[config.mk]
export PLATFORM = sky130hd
export DESIGN_NAME = scpu_front
export DESIGN_NICKNAME = d
export VERILOG_FILES = /design/src/hdl/assert_macros.svh /design/src/hdl/scpu_pkg.sv /design/src/hdl/scpu_front.sv
export SDC_FILE = /design/constraint.sdc
export NUM_CORES = 1
export LEC_CHECK = 0
export BUFFER_PORTS_ARGS = -buffer_cell sky130_fd_sc_hd__buf_2
export CAP_MARGIN = 20
export CORE_UTILIZATION = 45
export CTS_CLUSTER_SIZE = 28
export DETAILED_ROUTE_END_ITERATION = 10
export MAX_ROUTING_LAYER = met4
export PLACE_DENSITY = 0.69
export SYNTH_ARGS = -nofsm -noshare
export SYNTH_HDL_FRONTEND = slang
export SYNTH_SLANG_ARGS = --single-unit
[constraint.sdc]
create_clock -name clk_i -period 1.59 [get_ports clk_i]
set_input_delay 0.3975 -clock clk_i [delete_from_list [all_inputs] [get_ports clk_i]]
set_output_delay 0.3975 -clock clk_i [all_outputs]
set_load 0.1 [all_outputs]
[src/hdl/assert_macros.svh]
// assertion helpers used by the top-level rtl file
`ifndef ASSERT_MACROS_SVH
`define ASSERT_MACROS_SVH

`ifndef NO_ASSERTIONS
// property must hold at every rising clock edge outside reset
`define SCPU_ASSERT(name, clk, rstn, prop) \
  name: assert property (@(posedge clk) disable iff (!rstn) prop) \
    else $error("scpu assertion failed");
// condition must never be seen at a rising clock edge outside reset
`define SCPU_NEVER(name, clk, rstn, cond) \
  `SCPU_ASSERT(name, clk, rstn, !(cond))
`else
`define SCPU_ASSERT(name, clk, rstn, prop)
`define SCPU_NEVER(name, clk, rstn, cond)
`endif

`endif

[src/hdl/scpu_pkg.sv]
package scpu_pkg;

  // field widths
  localparam int ANGLE_W  = 21;
  localparam int RESULT_W = 16;

  // default fixed-point formats
  localparam int ANGLE_FRAC_BITS_DEF  = 16;
  localparam int RESULT_FRAC_BITS_DEF = 14;

  // depth of the queue between front and back
  localparam int QUEUE_DEPTH = 4;

  // internal polynomial format
  localparam int WQ = 28;
  localparam int PW = 32;

  // pi with 61 fraction bits
  localparam logic [63:0] PI_Q61 = 64'h6487ED5110B4611A;

  // series coefficients in q28, rounded to nearest
  localparam logic [PW-1:0] ONE_Q  = PW'(64'd1 << WQ);
  localparam logic [PW-1:0] INV6   = PW'(((64'd1 << WQ) + 64'd3) / 64'd6);
  localparam logic [PW-1:0] INV120 = PW'(((64'd1 << WQ) + 64'd60) / 64'd120);
  localparam logic [PW-1:0] INV24  = PW'(((64'd1 << WQ) + 64'd12) / 64'd24);
  localparam logic [PW-1:0] INV720 = PW'(((64'd1 << WQ) + 64'd360) / 64'd720);

  // classified angle handed from front to back
  typedef struct packed {
    logic               neg;
    logic               zero;
    logic [ANGLE_W-1:0] mag_m1;
  } item_t;

  // queue status seen by the top level
  typedef struct packed {
    logic full;
    logic empty;
  } queue_status_t;

endpackage

[src/hdl/scpu_front.sv]
module scpu_front (
  input  logic                    clk_i,
  input  logic                    rst_ni,
  input  logic                    in_valid_i,
  output logic                    in_ready_o,
  input  logic [scpu_pkg::ANGLE_W-1:0] angle_i,
  output logic                    item_valid_o,
  input  logic                    item_ready_i,
  output scpu_pkg::item_t         item_o
);
  import scpu_pkg::*;

  logic                vld_q, vld_d;
  item_t               item_q, item_d;
  logic [ANGLE_W-1:0]  mag;
  logic                accept;

  assign in_ready_o   = !vld_q || item_ready_i;
  assign accept       = in_valid_i && in_ready_o;
  assign item_valid_o = vld_q;
  assign item_o       = item_q;

  // sign, magnitude and zero detect
  always_comb begin
    mag           = angle_i[ANGLE_W-1] ? (~angle_i + ANGLE_W'(1)) : angle_i;
    item_d.neg    = angle_i[ANGLE_W-1];
    item_d.zero   = (angle_i == '0);
    item_d.mag_m1 = mag - ANGLE_W'(1);
  end

  // holding register valid
  always_comb begin
    vld_d = vld_q;
    if (accept) begin
      vld_d = 1'b1;
    end else if (item_ready_i) begin
      vld_d = 1'b0;
    end
  end

  always_ff @(posedge clk_i or negedge rst_ni) begin
    if (!rst_ni) begin
      vld_q <= 1'b0;
    end else begin
      vld_q <= vld_d;
    end
  end

  always_ff @(posedge clk_i) begin
    if (accept) begin
      item_q <= item_d;
    end
  end

endmodule

## After elaboration in Yosys (flattened, before gate mapping)

Cells that the tools add are included.

- Bits in registers: 24
- Latch bits: 0
- Bits in writable memories: 0
- Bits in read-only memories: 0
- Input bits: 25
- Output and inout bits: 25
- Logic and storage cells: 15
- Memories kept: 0

- Add/sub/neg operators: 2
- Multiply operators: 0
- Div/mod/pow operators: 0
- Order comparisons: 0
- Equality and inequality tests: 0
- Shift operators: 0
- Multiplexer cells: 3
- Bitwise logic cells: 1
- Reduce and logical (&&, ||, !) cells: 5

Operator list:

| operator | count |
|---|---|
| $add A21 B1 Y21 const B | 1 |
| $logic_not A21 Y1 | 1 |
| $mux W21 | 1 |
| $not A21 Y21 | 1 |
| $sub A21 B1 Y21 const B | 1 |
| $mux W1 | 2 |
| $reduce_bool A2 Y1 | 1 |
| $logic_and A1 B1 Y1 | 1 |
| $logic_not A1 Y1 | 1 |
| $logic_or A1 B1 Y1 | 1 |

## Depth between registers and ports, before layout

- Word-level depth: 4
- Gate-level depth with buffers: 10
- Gate-level depth less buffers: 8

## Worst setup path before layout

OpenSTA, ideal clock, no wires.

- Path kind: input-to-reg
- Start: input angle_i[20] (netlist name)
- End: register item_q (netlist bit item_o[10]), data pin
- Library setup time: 0.265 ns
- Arrival: 2.886 ns
- Required time: 1.325 ns
- Setup slack: -1.561 ns
- Cell stages on the path: 10
- Path buffers: 4
- Cells stage by stage: clkbuf_1 > buf_1 > clkbuf_1 > buf_1 > mux2i_1 > ha_1 > nand3_1 > or4_1 > a222oi_1 > xnor2_1

RTL lines:

| what | RTL line | source |
|---|---|---|
| start: declaration | scpu_front.sv:6 | `input logic [scpu_pkg::ANGLE_W-1:0] angle_i,` |
| end signal: assignment | scpu_front.sv:51 | `item_q <= item_d;` |
| end: declaration | scpu_front.sv:14 | `item_t item_q, item_d;` |

==> run metrics <==
critical path launch point angle_i[2]; crit-path max cell delay 560 ps; FF-to-FF End item_o[4]; Crit-path slowest cell or4_4; Slew Limit Fails 0; Setup Viol. Count Final 17; WL per Instance 15.4 µm; first-pass GRT wire length 8890 µm; drt total wl 5950 µm; Slew headroom 0.678; failing checks setup timing; largest net degree at the start of global routing 24; Worst-Skew Late Latency 270 ps; PwrDens 631 nW/µm²; Critical Path, Cell by Cell buf_8 -> or4_4 -> or3_4 -> mux2_4 -> buf_4 -> buf_6 -> a211oi_4 -> nand4_1 -> xor2_1; status finished with violations; Synth top area share 0.342; Final Non-Filler Cells 387; Synth area leaders edfxtp_1, xnor2_1, xor2_1; Syn-to-layout area delta 68.0%; Top-Level Pins 50; R2R setup slack 350 ps; layout cells sized above 1 0.555; global route overflow 0; CTS Buf Count 3; Crit. End Element flop; Post-synth top cells edfxtp_1, xnor2_1, nand2_1, xor2_1; unrepaired setup endpoints after global routing yes; crit-path max FO 4; fin area 3400 µm²; diode count 0; CP arrival 2680 ps; storage element area 719 µm²; vias post-DR 2167; Layout Utilization 0.786; Post-Syn Instances 204; fill count 273; YS warnings 0; initial DRC count 148; die area 4770 µm²; Root Buffer clkbuf_8; NumNets Final 363; final setup margin -1070 ps; residual DRC count 0; Post-synth EDFFs 23; Final ANT Viol Nets 0; input/output buffers 49; detailed-routing iteration count for the pre-antenna-repair pass 4; vias per cell 5.60; post-synthesis sequential area ratio 0.354; worst-margin pin slew 480 ps; total power 2.14 mW; Final Skew 2.96 ps; syn nets 231; area of the multi-input gates 1460 µm²; fin crit share 1.67; highest clock rate 0.376 GHz; Period minus WS final 2660 ps; Top FF cell, synth edfxtp_1; Setup CP Type in -> reg; Critical Path RT 1610 ps; TritonCTS clock tree yes; largest buffer count on any clock path 2; Reg clk slew, reported paths 80 ps; Post-synth ARST share 0.0417; RR Startpoint item_valid_o; Core Footprint 4320 µm²; Post-Syn Area per Cell 9.91 µm²; # rows 24; min-delay src in_valid_i; Distinct cells, synth 61; dpl ws -1330 ps; Final HPWL DP 4130 µm; initial core utilization 0.468; Yosys top cell by area edfxtp_1; overall routing resource usage 0.236; Inst Count DP 368; Static Leak 1.37 nW; Clock H-tree levels 1; crit path to item_o[20]; vias in the first global route 1982; most frequent cell after synthesis edfxtp_1; Synth Register Bits 24; antenna violations before repair 0; Max-cap violations 0; Hold Fails Final Rpt 0; R2R cell count 2; Post-Syn Area 2020 µm²; clock net sink count 24; die width 69.0 µm; Area after DPL 3040 µm²; Min-Delay Path Class in -> reg; GPL Wtd Cong 0.881; die height 69.0 µm; startpoint types input port; Max IR drop VDD 0.364 mV
report_power, final:
part,total [mW],internal [mW],switching [mW],leakage (nW)
Sequential,0.766,0.755,0.0107,0.231
Clock,0.357,0.173,0.184,0.0231
Combinational,1.02,0.363,0.657,1.12
flip-flops by register name (all words and copies together) (netlist names):
register and flops:
item_o 23, item_valid_o 1
cells by family (layout without fill, tap and decap cells):
logic type | Yosys count | count (layout) | share of synthesized area
fa+ha+maj | 2 | 2 | 0.0124
simple gates | 79 | 79 | 0.244
buf+inv | 21 | 152 | 0.0489
xor+xnor | 32 | 32 | 0.139
flops | 24 | 24 | 0.354
compound gates | 41 | 41 | 0.176
mux | 5 | 5 | 0.0254
area by class of cell:
type,count,area share
Clock inverter,1,0.00110
Timing Repair Buffer,139,0.306
Tap cell,52,0.0192
Multi-Input combinational cell,159,0.431
Inverter,9,0.0184
Sequential cell,24,0.212
Clock buffer,3,0.0122
per-layer routing:
| layer | vias up | track usage | wire (µm) |
|---|---|---|---|
| met5 | - | - | 0 |
| met4 | 0 | 0.0975 | 148 |
| met3 | 15 | 0.0322 | 334 |
| met2 | 92 | 0.383 | 2910 |
| met1 | 999 | 0.297 | 2560 |
| li1 | 1061 | - | - |
worst min-delay path by stage:
stage / slack, ps / cells after the start / endpoint
after floorplan: 100 / 0 / item_valid_o
after global placement: 170 / 1 / item_valid_o
after detailed placement: 180 / 1 / item_valid_o
after CTS: 350 / 2 / item_valid_o
after global routing: 350 / 2 / item_valid_o
final: 350 / 2 / item_valid_o
metrics by stage:
step	TNS (ps)	hold slack (ps)
after global placement	-18770	173
after CTS	-13210	352
final	-13460	345
after detailed placement	-19290	177
after global routing	-14270	352
after floorplan	-16080	102
repair_timing:
item / in CTS / in global routing
hold buffers: 1 / 0
gates resized for setup: 27 / 18
setup endpoints to repair: 18 / 18
buffers inserted: 9 / 9
endpoints found under the hold margin: 1 / 0
pin swaps: 15 / 21
layout by cell type, fill, tap and decap left out, drive strengths merged, types with 4 or more instances in the layout:
master,n
a21oi,4
buf,138
edfxtp,23
inv,9
mux2i,4
nand2,10
nand2b,4
nand3,6
nand4,5
nor2,8
nor3,9
nor4,6
o21ai,4
o41ai,7
or4,7
xnor2,22
xor2,10
critical path, delay by kind of cell:
| family | cells | cell delay [ps] |
|---|---|---|
| AO/OA/AOI/OAI | 1 | 230 |
| XOR/XNOR | 1 | 180 |
| buffers and inverters | 3 | 350 |
| multiplexers | 1 | 340 |
| AND/OR/NAND/NOR | 3 | 1180 |
Power figures use the tool's default switching activity.
