===== config.mk =====
export PLATFORM = sky130hd
export DESIGN_NAME = scpu_queue
export DESIGN_NICKNAME = d
export VERILOG_FILES = /design/src/hdl/assert_macros.svh /design/src/hdl/scpu_pkg.sv /design/src/hdl/scpu_queue.sv
export SDC_FILE = /design/constraint.sdc
export NUM_CORES = 1
export LEC_CHECK = 0
export BUFFER_PORTS_ARGS = -buffer_cell sky130_fd_sc_hd__buf_4
export CORE_AREA = 2 2 96 98
export CTS_BUF_LIST = sky130_fd_sc_hd__clkbuf_16
export CTS_CLUSTER_SIZE = 12
export DETAILED_ROUTE_END_ITERATION = 7
export DIE_AREA = 0 0 98 100
export GPL_TIMING_DRIVEN = 0
export PLACE_DENSITY = 0.61
export SLEW_MARGIN = 30
export SYNTH_ARGS = -nofsm -noshare
export SYNTH_HDL_FRONTEND = slang
export SYNTH_SLANG_ARGS = --single-unit

===== constraint.sdc =====
create_clock -name clk_i -period 4.1 [get_ports clk_i]
set_clock_uncertainty 0.05 [all_clocks]
set_input_delay 0.82 -clock clk_i [delete_from_list [all_inputs] [get_ports clk_i]]
set_output_delay 0.82 -clock clk_i [all_outputs]
set_load 0.005 [all_outputs]

===== src/hdl/assert_macros.svh =====
// assertion helpers used by the top-level rtl file
`ifndef ASSERT_MACROS_SVH
`define ASSERT_MACROS_SVH

`ifndef NO_ASSERTIONS
// property must hold at every rising clock edge outside reset
`define SCPU_ASSERT(name, clk, rstn, prop) \
  name: assert property (@(posedge clk) disable iff (!rstn) prop) \
    else $error("scpu assertion failed");
// condition must never be seen at a rising clock edge outside reset
`define SCPU_NEVER(name, clk, rstn, cond) \
  `SCPU_ASSERT(name, clk, rstn, !(cond))
`else
`define SCPU_ASSERT(name, clk, rstn, prop)
`define SCPU_NEVER(name, clk, rstn, cond)
`endif

`endif


===== src/hdl/scpu_pkg.sv =====
package scpu_pkg;

  // field widths
  localparam int ANGLE_W  = 21;
  localparam int RESULT_W = 16;

  // default fixed-point formats
  localparam int ANGLE_FRAC_BITS_DEF  = 16;
  localparam int RESULT_FRAC_BITS_DEF = 14;

  // depth of the queue between front and back
  localparam int QUEUE_DEPTH = 4;

  // internal polynomial format
  localparam int WQ = 28;
  localparam int PW = 32;

  // pi with 61 fraction bits
  localparam logic [63:0] PI_Q61 = 64'h6487ED5110B4611A;

  // series coefficients in q28, rounded to nearest
  localparam logic [PW-1:0] ONE_Q  = PW'(64'd1 << WQ);
  localparam logic [PW-1:0] INV6   = PW'(((64'd1 << WQ) + 64'd3) / 64'd6);
  localparam logic [PW-1:0] INV120 = PW'(((64'd1 << WQ) + 64'd60) / 64'd120);
  localparam logic [PW-1:0] INV24  = PW'(((64'd1 << WQ) + 64'd12) / 64'd24);
  localparam logic [PW-1:0] INV720 = PW'(((64'd1 << WQ) + 64'd360) / 64'd720);

  // classified angle handed from front to back
  typedef struct packed {
    logic               neg;
    logic               zero;
    logic [ANGLE_W-1:0] mag_m1;
  } item_t;

  // queue status seen by the top level
  typedef struct packed {
    logic full;
    logic empty;
  } queue_status_t;

endpackage


===== src/hdl/scpu_queue.sv =====
module scpu_queue (
  input  logic                    clk_i,
  input  logic                    rst_ni,
  input  logic                    push_valid_i,
  output logic                    push_ready_o,
  input  scpu_pkg::item_t         push_item_i,
  output logic                    pop_valid_o,
  input  logic                    pop_ready_i,
  output scpu_pkg::item_t         pop_item_o,
  output scpu_pkg::queue_status_t status_o
);
  import scpu_pkg::*;

  localparam int PTR_W = $clog2(QUEUE_DEPTH);
  localparam int CNT_W = $clog2(QUEUE_DEPTH + 1);

  item_t              mem_q [QUEUE_DEPTH];
  logic [PTR_W-1:0]   wr_ptr_q, wr_ptr_d;
  logic [PTR_W-1:0]   rd_ptr_q, rd_ptr_d;
  logic [CNT_W-1:0]   cnt_q, cnt_d;
  logic               push, pop;

  assign push_ready_o    = (cnt_q != CNT_W'(QUEUE_DEPTH));
  assign pop_valid_o     = (cnt_q != '0);
  assign push            = push_valid_i && push_ready_o;
  assign pop             = pop_valid_o && pop_ready_i;
  assign pop_item_o      = mem_q[rd_ptr_q];
  assign status_o.full   = !push_ready_o;
  assign status_o.empty  = !pop_valid_o;

  // pointer and fill count update
  always_comb begin
    wr_ptr_d = wr_ptr_q;
    rd_ptr_d = rd_ptr_q;
    cnt_d    = cnt_q;
    if (push) begin
      wr_ptr_d = (wr_ptr_q == PTR_W'(QUEUE_DEPTH - 1)) ? '0 : wr_ptr_q + PTR_W'(1);
    end
    if (pop) begin
      rd_ptr_d = (rd_ptr_q == PTR_W'(QUEUE_DEPTH - 1)) ? '0 : rd_ptr_q + PTR_W'(1);
    end
    if (push && !pop) begin
      cnt_d = cnt_q + CNT_W'(1);
    end else if (pop && !push) begin
      cnt_d = cnt_q - CNT_W'(1);
    end
  end

  always_ff @(posedge clk_i or negedge rst_ni) begin
    if (!rst_ni) begin
      wr_ptr_q <= '0;
      rd_ptr_q <= '0;
      cnt_q    <= '0;
    end else begin
      wr_ptr_q <= wr_ptr_d;
      rd_ptr_q <= rd_ptr_d;
      cnt_q    <= cnt_d;
    end
  end

  // entry storage
  always_ff @(posedge clk_i) begin
    if (push) begin
      mem_q[wr_ptr_q] <= push_item_i;
    end
  end

endmodule


# --- After elaboration in Yosys (flattened, before gate mapping) ---
# Memory sizes are Yosys's and may differ from the RTL's.
# Index checks and enable logic that the tools add are counted.
word_totals:
  reg_bits: 7
  mem_bits_rw: 92
  in_bits: 27
  mem_count: 1
memory_table:
  columns: ["memory", "words", "word_bits", "rd", "rd_ports_with_merged_regs", "wr", "line_no", "text"]
  rows:
  - ["mem_q", 4, 23, 1, 0, 1, "scpu_queue.sv:17", "item_t mem_q [QUEUE_DEPTH];"]
classes:
  add_sub_neg: 4
  n_eq_ne: 3
  mux: 6
  n_reduce_logical: 10
ops:
  columns: ["op", "count"]
  rows:
  - ["2-to-1 mux 3 bit", 2]
  - ["adder 2 x 1 -> 2 bit, second input constant", 2]
  - ["equality test 2 bit, second input constant", 2]
  - ["logical AND 1 bit", 4]
  - ["zero test 1 bit", 4]
  - ["2-to-1 mux 2 bit", 2]
  - ["adder 3 x 1 -> 3 bit, second input constant", 1]
  - ["inequality test 3 bit, second input constant", 1]
  - ["nonzero test 3 bit", 1]
  - ["subtractor 3 x 1 -> 3 bit, second input constant", 1]
  - ["2-to-1 mux 1 bit", 2]
  - ["nonzero test 2 bit", 1]

# --- Logic depth before layout (Yosys ltp) ---
# Gate-level depths: netlist of run 1.
logic_depth:
  ltp_word: 6
  mapped_depth: 11
  depth_no_buf: 10

# --- Worst setup path after synthesis of run 1 ---
# No wires, ideal clock.
synth_path:
  kind: "input to register"
  start: "in push_valid_i"
  end: "reg cnt_q[2]"
  t_arrival_ns: 2.048
  path_slack_ns: 1.923
  path_stages: 8
  n_path_buf: 1
  cell_sequence: "nor2b_1 -> buf_6 -> ha_1 -> inv_1 -> fa_1 -> xor2_1 -> nor2_1 -> xor2_1"
synth_between:
  elab_chain_cells: 4
synth_rtl:
  columns: ["element", "line_no", "text"]
  rows:
  - ["from (decl)", "scpu_queue.sv:4", "input logic push_valid_i,"]
  - ["logical AND 1 bit *", "scpu_queue.sv:25", "assign push = push_valid_i && push_ready_o;"]
  - ["net push", "scpu_queue.sv:21", "logic push, pop;"]
  - ["zero test 1 bit", "scpu_queue.sv:44", "end else if (pop && !push) begin"]
  - ["logical AND 1 bit", "scpu_queue.sv:44", null]
  - ["nonzero test 2 bit (no source line)", null, null]
  - ["to (signal assigned)", "scpu_queue.sv:57", "cnt_q <= cnt_d;"]
  - ["to (decl)", "scpu_queue.sv:20", "logic [CNT_W-1:0] cnt_q, cnt_d;"]
# Mark *: on every way through the listed nets, which the timed path passes. The rest lies on a longest branch.
# A chain may end at the register's enable or synchronous reset.

==> flow_summary_export.csv, run 1 <==
group,metric,value,unit
worst_setup_path,critical_path.slowest_cell,"sky130_fd_sc_hd__mux4_2",
floorplanning,initial_core_util,0.4301,
job,cap_violations,0,
logic_synthesis,sequential_to_total_area_share_from_yosys_stat,0.7683,
clock_tree,cts_resized,0,
logic_synthesis,yosysTopAreaCell,"sky130_fd_sc_hd__edfxtp_1",
clock_tree,root_buffer,"sky130_fd_sc_hd__clkbuf_16",
detailed_routing,drt-total-wl,6.040,mm
layout,areaGrowthSynthToFinish,21.79,%
layout,finalNetCount,259,
detailed_routing,via_per_inst,4.956,
logic_synthesis,postSynthNetCount,195,
grt,overflow,0,
worst_setup_path,crit_path_end_kind,"output port",
clock_tree,h_tree_lvls,3,
detailed_routing,drt-initial-drc-count,48,
logic_synthesis,synth.yosys.warnings,0,
power,total_power,3.283,mW
logic_synthesis,ys_seq_elements,99,
clock_tree,cts_tree,"done",
grt,grt.total_usage,0.1298,
layout,layout_commonest_cell,"sky130_fd_sc_hd__edfxtp_1",
logic_synthesis,syn-cell-area,3824,um2
worst_setup_path,req_time_crit_path,3.23,ns
sta,finalHoldViolCount,0,
worst_setup_path,critical_path.cell_chain,"buf_6 -> buf_12 -> mux4_2 -> buf_4",
floorplanning,placementRows,35,
placement,io_buffer_count,53,
detailed_routing,drcViolationCount,0,
placement,place_congestion,0.6536,
clock_tree,cts.sink_count,99,
layout,num_antenna_cells,0,
clock_tree,hold_buffers,0,
floorplanning,design.core.area,8890,um2
clock_tree,clk_latency,0.33,ns
worst_setup_path,timing.critical_path.max_delay_family,"multiplexers",
logic_synthesis,synthDominantCellAreaShare,0.7225,
logic_synthesis,netlist_top_cells_area,"sky130_fd_sc_hd__edfxtp_1 72%, sky130_fd_sc_hd__mux4_2 11%, sky130_fd_sc_hd__dfrtp_1 4.6%, sky130_fd_sc_hd__mux4_1 3.4%, sky130_fd_sc_hd__ha_1 2.0%",
clock_tree,register_clock_pin_slew_on_the_reported_worst_setup_and_hold_paths,0.07,ns
logic_synthesis,postSynthCellCount,161,
detailed_routing,drt-pass1-iter-count,4,
clock_tree,cts-root-to-sink-buffers,2,
floorplanning,i_o_pin_count,54,
grt,initial_antenna_violation_count,0,
sta,fin_crit,2.575,ns
power,leakagePower,1.683,nW
sta,maxSlewHeadroom,0.5504,
clock_tree,post_cts_buffers,0,
detailed_routing,routed_wire_length_per_instance,17.76,um
grt,grt_max_degree,24,
sta,finalSetupViolations,0,
detailed_routing,ant_nets,0,
grt,via_count_of_the_first_global_routing_pass,1763,
placement,dp.final_hpwl,3.700,mm
status,status,"finished clean",
worst_setup_path,startpoint_type,"register",
floorplanning,area_of_the_die,9800,um2
worst_setup_path,critPathBufInv,3,
worst_setup_path,delay_of_the_slowest_critical_path_stage,0.52,ns
logic_synthesis,post_synth.cell_area_avg,23.75,um2
min_path,hp-class,"input port to asynchronous set/reset pin",
worst_setup_path,crit_type,"register to output port",
sta,clock.fmax,388.3,MHz
detailed_routing,vias,1685,
sta,grt_setup_unrepaired,"no",
floorplanning,die_y,100,um
worst_setup_path,worstPathMaxFanout,10,
power,maximum_vdd_ir_drop,319.5,uV
clock_tree,tritoncts.num_buffers,9,
sta,tightestPinTransition,0.6743,ns
layout,layout_common_cells,"92 x sky130_fd_sc_hd__edfxtp_1, 53 x sky130_fd_sc_hd__buf_4, 18 x sky130_fd_sc_hd__mux4_2",
logic_synthesis,synthDistinctLibCells,20,
sta,drv_slew,0,
sta,totalNegativeSetupSlack,0,ns
power,power_density,704.9,nW/um2
grt,grt_first_pass_wirelength,9.425,mm
floorplanning,die_width,98,um
layout,drive_above_1_share,0.4541,
worst_setup_path,timing.critical_path.arrival,1.71,ns
sta,post-route-period-util,0.6282,
## kinds of logic after synthesis
kind of cell / Yosys count / synth area share
XOR/XNOR: 3 / 0.006873
adder cells (fa/ha/maj): 7 / 0.02487
buffers and inverters: 12 / 0.02520
flip-flops: 99 / 0.7683
multiplexers: 28 / 0.1571
AND/OR/NAND/NOR: 12 / 0.01767
## worst paths after layout
| check | from | end | slack [ns] | depth (start not counted) |
|---|---|---|---|---|
| setup / recovery | rd_ptr_q[0] | pop_item_o[11] | 1.52 | 4 |
| hold / removal | rst_ni | rd_ptr_q[1] | 0.24 | 1 |
| setup reg to reg | cnt_q[1] | cnt_q[2] | 1.98 | 8 |
| hold reg to reg | cnt_q[2] | cnt_q[2] | 0.45 | 1 |
| max in group asynchronous | rst_ni | wr_ptr_q[0] | 3.64 | 1 |
| min in group clk_i | cnt_q[2] | cnt_q[2] | 0.45 | 1 |
## report_power, final
group	leakage [nW]	internal [mW]	switching [mW]	total (mW)
logic	0.619	0.595	0.458	1.05
registers	0.925	1.35	0.0664	1.41
clock network	0.139	0.471	0.347	0.818
total	1.68	2.41	0.871	3.28
## registers in the layout, indices dropped and copies added (netlist names)
| register | count |
|---|---|
| cnt_q | 3 |
| rd_ptr_q | 2 |
| mem_q | 92 |
| wr_ptr_q | 2 |
## cells in the mapped netlist (all sizes together)
| cell | n |
|---|---|
| ha | 6 |
| and2 | 4 |
| or3 | 1 |
| inv | 5 |
| nor2 | 4 |
| nor2b | 1 |
| buf | 7 |
| xnor2 | 1 |
| dfrtp | 7 |
| edfxtp | 92 |
| mux2 | 5 |
| nand2 | 2 |
| xor2 | 2 |
| mux4 | 23 |
| fa | 1 |
## area by class of cell
| cell class | instances | area, um2 |
|---|---|---|
| inverter | 5 | 18.77 |
| fill | 698 | 4233 |
| clock inverter | 6 | 66.31 |
| timing repair buffer | 53 | 397.9 |
| buffer | 7 | 77.57 |
| sequential | 99 | 2938 |
| multi-input combinational | 50 | 794.5 |
| clock buffer | 9 | 225.2 |
| tap | 111 | 138.9 |
## metrics by stage
step	utilization	worst slack (ns)	area [um2]	instances	hold slack, ns
floorplan	-	1.923	3824	161	0.4136
global placement	0.4905	1.420	4360	325	0.4367
detailed placement	0.4911	1.745	4365	325	0.4455
CTS	0.5239	1.507	4657	340	0.2408
global route	0.5239	1.447	4657	340	0.2382
finish	0.5239	1.525	4657	340	0.2416
## layer usage
layer | wire (um) | up-vias | GRT usage | part of all wire
met2 | 2982 | 44 | 0.2071 | 0.49
met5 | 0 | - | 0 | 0
met3 | 263 | 8 | 0.03064 | 0.044
met1 | 2680 | 849 | 0.1707 | 0.44
met4 | 114 | 0 | 0.06090 | 0.019
li1 | - | 784 | - | -
## worst reg2reg max path, stage by stage (launching register included)
cell	delay (ns)
sky130_fd_sc_hd__dfrtp_1	0.43
sky130_fd_sc_hd__or3_4	0.42
sky130_fd_sc_hd__nand2_2	0.11
sky130_fd_sc_hd__ha_1	0.18
sky130_fd_sc_hd__inv_1	0.06
sky130_fd_sc_hd__fa_1	0.37
sky130_fd_sc_hd__xor2_1	0.15
sky130_fd_sc_hd__nor2_1	0.11
sky130_fd_sc_hd__xor2_1	0.17
Note: power is estimated with default switching activity, not from simulation.
==> run 2: changes to the inputs <==
--- a/config.mk
+++ b/config.mk
@@ -12,7 +12,7 @@
 export DETAILED_ROUTE_END_ITERATION = 7
 export DIE_AREA = 0 0 98 100
 export GPL_TIMING_DRIVEN = 0
-export PLACE_DENSITY = 0.61
+export PLACE_DENSITY = 0.63
 export SLEW_MARGIN = 30
 export SYNTH_ARGS = -nofsm -noshare
 export SYNTH_HDL_FRONTEND = slang
==> constraint.sdc (replaced) <==
create_clock -name clk_i -period 2.34 [get_ports clk_i]
set_clock_uncertainty 0.05 [all_clocks]
set_input_delay 0.468 -clock clk_i [delete_from_list [all_inputs] [get_ports clk_i]]
set_output_delay 0.468 -clock clk_i [all_outputs]
set_load 0.005 [all_outputs]
==> flow_summary_export.csv, run 2 (synthesis results as in run 1) <==
group,metric,value,unit
worst_setup_path,critical_path.slowest_cell,"sky130_fd_sc_hd__mux4_2",
worst_setup_path,worstPathMaxFanout,10,
floorplanning,i_o_pin_count,54,
floorplanning,area_of_the_die,9800,um2
sta,drv_slew,0,
layout,layout_common_cells,"92 x sky130_fd_sc_hd__edfxtp_1, 53 x sky130_fd_sc_hd__buf_4, 18 x sky130_fd_sc_hd__mux4_2",
floorplanning,design.core.area,8890,um2
clock_tree,cts_tree,"done",
detailed_routing,via_per_inst,5.047,
worst_setup_path,req_time_crit_path,1.82,ns
clock_tree,tritoncts.num_buffers,9,
layout,ff_latch_area,2938,um2
layout,num_antenna_cells,0,
grt,overflow,0,
sta,totalNegativeSetupSlack,0,ns
layout,multi_input_comb_area,794.5,um2
layout,largest_register_ffs,92,
worst_setup_path,crit_path_end_kind,"output port",
layout,fillers,696,
sta,finalSetupViolations,0,
detailed_routing,ant_nets,0,
layout,regMostFlops,"mem_q",
layout,reg.largest.list,"mem_q (92), cnt_q (3)",
layout,post-route-cell-area,4691,um2
placement,dp.final_hpwl,3.867,mm
detailed_routing,vias,1726,
worst_setup_path,worst-r2r-setup-slack,0.22,ns
min_path,hp-class,"input port to register",
sta,grt_setup_unrepaired,"no",
worst_setup_path,startpoint,"rd_ptr_q[0]",
worst_setup_path,r2r-end,"cnt_q[2]",
clock_tree,cts-root-to-sink-buffers,2,
floorplanning,die_y,100,um
worst_setup_path,crit_type,"register to output port",
clock_tree,root_buffer,"sky130_fd_sc_hd__clkbuf_16",
floorplanning,initial_core_util,0.4301,
worst_setup_path,timing.critical_path.max_delay_family,"multiplexers",
grt,grt_first_pass_wirelength,9.563,mm
placement,place_congestion,0.6549,
floorplanning,placementRows,35,
floorplanning,die_width,98,um
detailed_routing,drt-initial-drc-count,47,
grt,via_count_of_the_first_global_routing_pass,1802,
sta,tightestPinTransition,0.6642,ns
worst_setup_path,r2r_start,"cnt_q[1]",
worst_setup_path,critical_path.endpoint,"pop_item_o[9]",
grt,initial_antenna_violation_count,0,
worst_setup_path,timing.critical_path.arrival,1.69,ns
worst_setup_path,delay_of_the_slowest_critical_path_stage,0.52,ns
layout,areaGrowthSynthToFinish,22.68,%
detailed_routing,drcViolationCount,0,
clock_tree,cts.sink_count,99,
power,power_density,1247,nW/um2
clock_tree,clk_latency,0.33,ns
detailed_routing,drt-total-wl,6.143,mm
clock_tree,register_clock_pin_slew_on_the_reported_worst_setup_and_hold_paths,0.07,ns
clock_tree,h_tree_lvls,3,
job,cap_violations,0,
layout,drive_above_1_share,0.4502,
sta,finalHoldViolCount,0,
detailed_routing,routed_wire_length_per_instance,17.96,um
placement,placed_area,4365,um2
layout,layout_commonest_cell,"sky130_fd_sc_hd__edfxtp_1",
sta,clock.fmax,453.1,MHz
placement,io_buffer_count,53,
clock_tree,cts_resized,0,
worst_setup_path,critPathBufInv,3,
status,status,"finished clean",
worst_setup_path,startpoint_type,"register",
worst_setup_path,worst_case_reg_to_reg_path_depth,8,
sta,post-route-period-util,0.9433,
grt,grt.total_usage,0.1338,
layout,finalNetCount,260,
worst_setup_path,worstSetupPathDepth,4,
power,maximum_vdd_ir_drop,495.4,uV
detailed_routing,drt-pass1-iter-count,4,
power,leakagePower,1.701,nW
worst_setup_path,critical_path.cell_chain,"buf_6 -> buf_12 -> mux4_2 -> buf_4",
clock_tree,post_cts_buffers,0,
sta,fin_crit,2.207,ns
grt,grt_max_degree,24,
sta,maxSlewHeadroom,0.5572,
-- run 2: cell count changes in the layout (fill, tap and decap cells not counted) --
cell | previous run | this run
sky130_fd_sc_hd__bufinv_16 | 1 | 2
sky130_fd_sc_hd__clkinv_1 | 0 | 1
sky130_fd_sc_hd__clkinvlp_4 | 2 | 1
sky130_fd_sc_hd__dlygate4sd3_1 | 0 | 1
sky130_fd_sc_hd__inv_6 | 0 | 1
sky130_fd_sc_hd__inv_8 | 1 | 0
-- run 2: final cells by class --
cell class | count | area share
multi-input cells | 50 | 0.1694
repair buffers | 54 | 0.08696
plain buffers | 7 | 0.01654
well taps | 111 | 0.02961
clock buffers | 9 | 0.04801
flip-flops and latches | 99 | 0.6263
clock inverters | 7 | 0.01921
inverters | 5 | 0.004001
-- run 2: metal layers --
layer	track usage	share of wire
met3	0.03621	0.048
met5	0	0
met2	0.2144	0.51
met1	0.1685	0.43
met4	0.07051	0.011
-- run 2: metrics by stage --
step	cells	utilization	power (mW)	setup slack (ns)	hold WS [ns]
after floorplan	161	-	3.628	0.3493	0.1224
after global placement	325	0.4905	4.385	-0.04999	0.2398
after detailed placement	325	0.4911	4.412	0.2215	0.2396
after CTS	342	0.5277	5.954	0.09219	0.2743
after global routing	342	0.5277	6.183	0.06721	0.2715
final	342	0.5277	5.849	0.1328	0.2839
-- run 2: how the worst min path moves through the flow --
stage	start	endpoint	slack, ns	depth (start not counted)
2_1_floorplan	rst_ni	cnt_q[0]	0.12	0
3_3_place_gp	rst_ni	cnt_q[2]	0.24	1
3_5_place_dp	rst_ni	cnt_q[2]	0.24	1
4_1_cts	push_item_i[1]	mem_q[1][1]	0.27	1
5_1_grt	push_item_i[18]	mem_q[1][18]	0.27	1
6_report	push_item_i[2]	mem_q[0][2]	0.28	1
-- run 2: where the power goes --
| group | switching [mW] | total [mW] | internal (mW) |
|---|---|---|---|
| sequential | 0.120 | 2.48 | 2.36 |
| combinational | 0.793 | 1.84 | 1.05 |
| clock | 0.599 | 1.53 | 0.932 |
-- run 2: timing repair --
action,CTS,global route
endpoints found under the hold margin,7,0
hold buffers,1,0
setup endpoints to repair,0,0
==> run 3: changes to the inputs <==
--- a/config.mk
+++ b/config.mk
@@ -11,8 +11,10 @@
 export CTS_CLUSTER_SIZE = 12
 export DETAILED_ROUTE_END_ITERATION = 7
 export DIE_AREA = 0 0 98 100
+export GPL_ROUTABILITY_DRIVEN = 0
 export GPL_TIMING_DRIVEN = 0
 export PLACE_DENSITY = 0.63
+export REMOVE_ABC_BUFFERS = 1
 export SLEW_MARGIN = 30
 export SYNTH_ARGS = -nofsm -noshare
 export SYNTH_HDL_FRONTEND = slang
==> flow_summary_export.csv, run 3 (synthesis results as in run 1) <==
group,metric,value,unit
status,status,"finished clean",
layout,finalNetCount,257,
layout,multi_input_comb_area,802.0,um2
layout,final_core_utilization,0.5270,
worst_setup_path,delay_of_the_slowest_critical_path_stage,0.57,ns
floorplanning,i_o_pin_count,54,
sta,clock.fmax,454.6,MHz
floorplanning,design.core.area,8890,um2
power,maximum_vdd_ir_drop,676.7,uV
detailed_routing,ant_nets,0,
sta,finalHoldViolCount,0,
power,power.internal,4.332,mW
worst_setup_path,crit_type,"register to output port",
power,total_power,5.866,mW
job,cap_violations,0,
clock_tree,cts.sink_count,99,
clock_tree,h_tree_lvls,3,
layout,drive_above_1_share,0.4561,
sta,maxSlewHeadroom,0.5516,
worst_setup_path,crit_path_end_kind,"output port",
detailed_routing,drt-pass1-iter-count,4,
layout,largest_register_ffs,92,
detailed_routing,drt-initial-drc-count,47,
worst_setup_path,timing.critical_path.arrival,1.68,ns
worst_setup_path,worstPathMaxFanout,14,
clock_tree,root_buffer,"sky130_fd_sc_hd__clkbuf_16",
detailed_routing,drt-total-wl,5.991,mm
clock_tree,clk_latency,0.33,ns
grt,grt.total_usage,0.1288,
layout,areaGrowthSynthToFinish,22.51,%
sta,tightestPinTransition,0.6726,ns
floorplanning,die_width,98,um
layout,fillers,685,
power,power.combinational.fraction,0.293,
clock_tree,tritoncts.num_buffers,9,
floorplanning,area_of_the_die,9800,um2
layout,layout_common_cells,"92 x sky130_fd_sc_hd__edfxtp_1, 56 x sky130_fd_sc_hd__buf_4, 18 x sky130_fd_sc_hd__mux4_2",
floorplanning,die_y,100,um
floorplanning,initial_core_util,0.4301,
worst_setup_path,critical_path.cell_chain,"buf_16 -> mux4_1 -> buf_4",
worst_setup_path,req_time_crit_path,1.82,ns
worst_setup_path,timing.critical_path.max_delay_family,"multiplexers",
floorplanning,placementRows,35,
power,power_density,1252,nW/um2
clock_tree,cts_tree,"done",
power,clockPowerShare,0.267,
min_path,hp-class,"input port to register",
power,power_switching_share,0.2616,
clock_tree,cts-root-to-sink-buffers,2,
detailed_routing,routed_wire_length_per_instance,17.67,um
grt,grt_max_degree,26,
worst_setup_path,startpoint_type,"register",
worst_setup_path,critPathBufInv,2,
grt,grt_first_pass_wirelength,9.459,mm
placement,pre_cts_slack,0.04104,ns
placement,io_buffer_count,53,
grt,overflow,0,
power,leakagePower,1.688,nW
power,p_switching,1.534,mW
power,power.share.sequential,0.440,
detailed_routing,vias,1680,
sta,finalSetupViolations,0,
sta,drv_slew,0,
detailed_routing,drcViolationCount,0,
layout,layout_commonest_cell,"sky130_fd_sc_hd__edfxtp_1",
layout,num_antenna_cells,0,
clock_tree,register_clock_pin_slew_on_the_reported_worst_setup_and_hold_paths,0.07,ns
grt,initial_antenna_violation_count,0,
layout,regMostFlops,"mem_q",
layout,reg.largest.list,"mem_q (92), cnt_q (3)",
sta,postLayoutSetupSlackWorst,0.1405,ns
sta,post-route-period-util,0.9400,
worst_setup_path,critical_path.slowest_cell,"sky130_fd_sc_hd__mux4_1",
layout,ff_latch_area,2943,um2
detailed_routing,via_per_inst,4.956,
sta,fin_crit,2.200,ns
grt,via_count_of_the_first_global_routing_pass,1779,
placement,dp.final_hpwl,3.549,mm
sta,grt_setup_unrepaired,"no",
==> run 3: power groups by stage <==
stage	Sequential, mW	Clock, mW	Combinational (mW)
global placement	2.73	0	1.53
finish	2.58	1.57	1.72
floorplan	2.61	0	0.885
detailed placement	2.67	0	1.66
CTS	2.59	1.60	1.75
global route	2.63	1.67	1.90
==> run 3: routing by layer <==
metal / part of all wire / track usage
met5: 0 / 0
met3: 0.041 / 0.03203
met1: 0.44 / 0.1671
met2: 0.51 / 0.2192
met4: 0.0078 / 0.03526
==> run 3: timing repair <==
action | CTS | global route
gates resized for setup | 1 | 2
hold buffers | 1 | 0
endpoints found under the hold margin | 7 | 0
buffers inserted | 3 | 0
endpoints found under the setup margin | 14 | 62
==> run 3: area by class of cell <==
cell class,instances,area share
timing repair buffer,58,0.09776
multi-input combinational,50,0.1712
clock buffer,9,0.04808
inverter,5,0.004006
tap,111,0.02965
sequential,99,0.6282
clock inverter,7,0.02110
==> run 3: per-stage QoR <==
stage | instances | hold slack, ns | area (um2) | TNS [ns]
6_report | 339 | 0.2847 | 4684 | 0
4_1_cts | 339 | 0.2748 | 4677 | 0
3_5_place_dp | 319 | 0.2394 | 4318 | 0
5_1_grt | 339 | 0.2775 | 4684 | 0
3_3_place_gp | 318 | 0.2402 | 4283 | -32.95
2_1_floorplan | 154 | 0.1224 | 3746 | 0
==> run 3: final timing paths <==
kind,from,to,slack [ns],cells after the start
setup / recovery,rd_ptr_q[0],pop_item_o[14],0.14,3
hold / removal,push_item_i[8],mem_q[1][8],0.28,1
setup reg to reg,cnt_q[1],cnt_q[2],0.22,8
hold reg to reg,cnt_q[2],cnt_q[2],0.45,1
max in group asynchronous,rst_ni,rd_ptr_q[0],1.67,2
min in group asynchronous,rst_ni,cnt_q[2],0.43,2
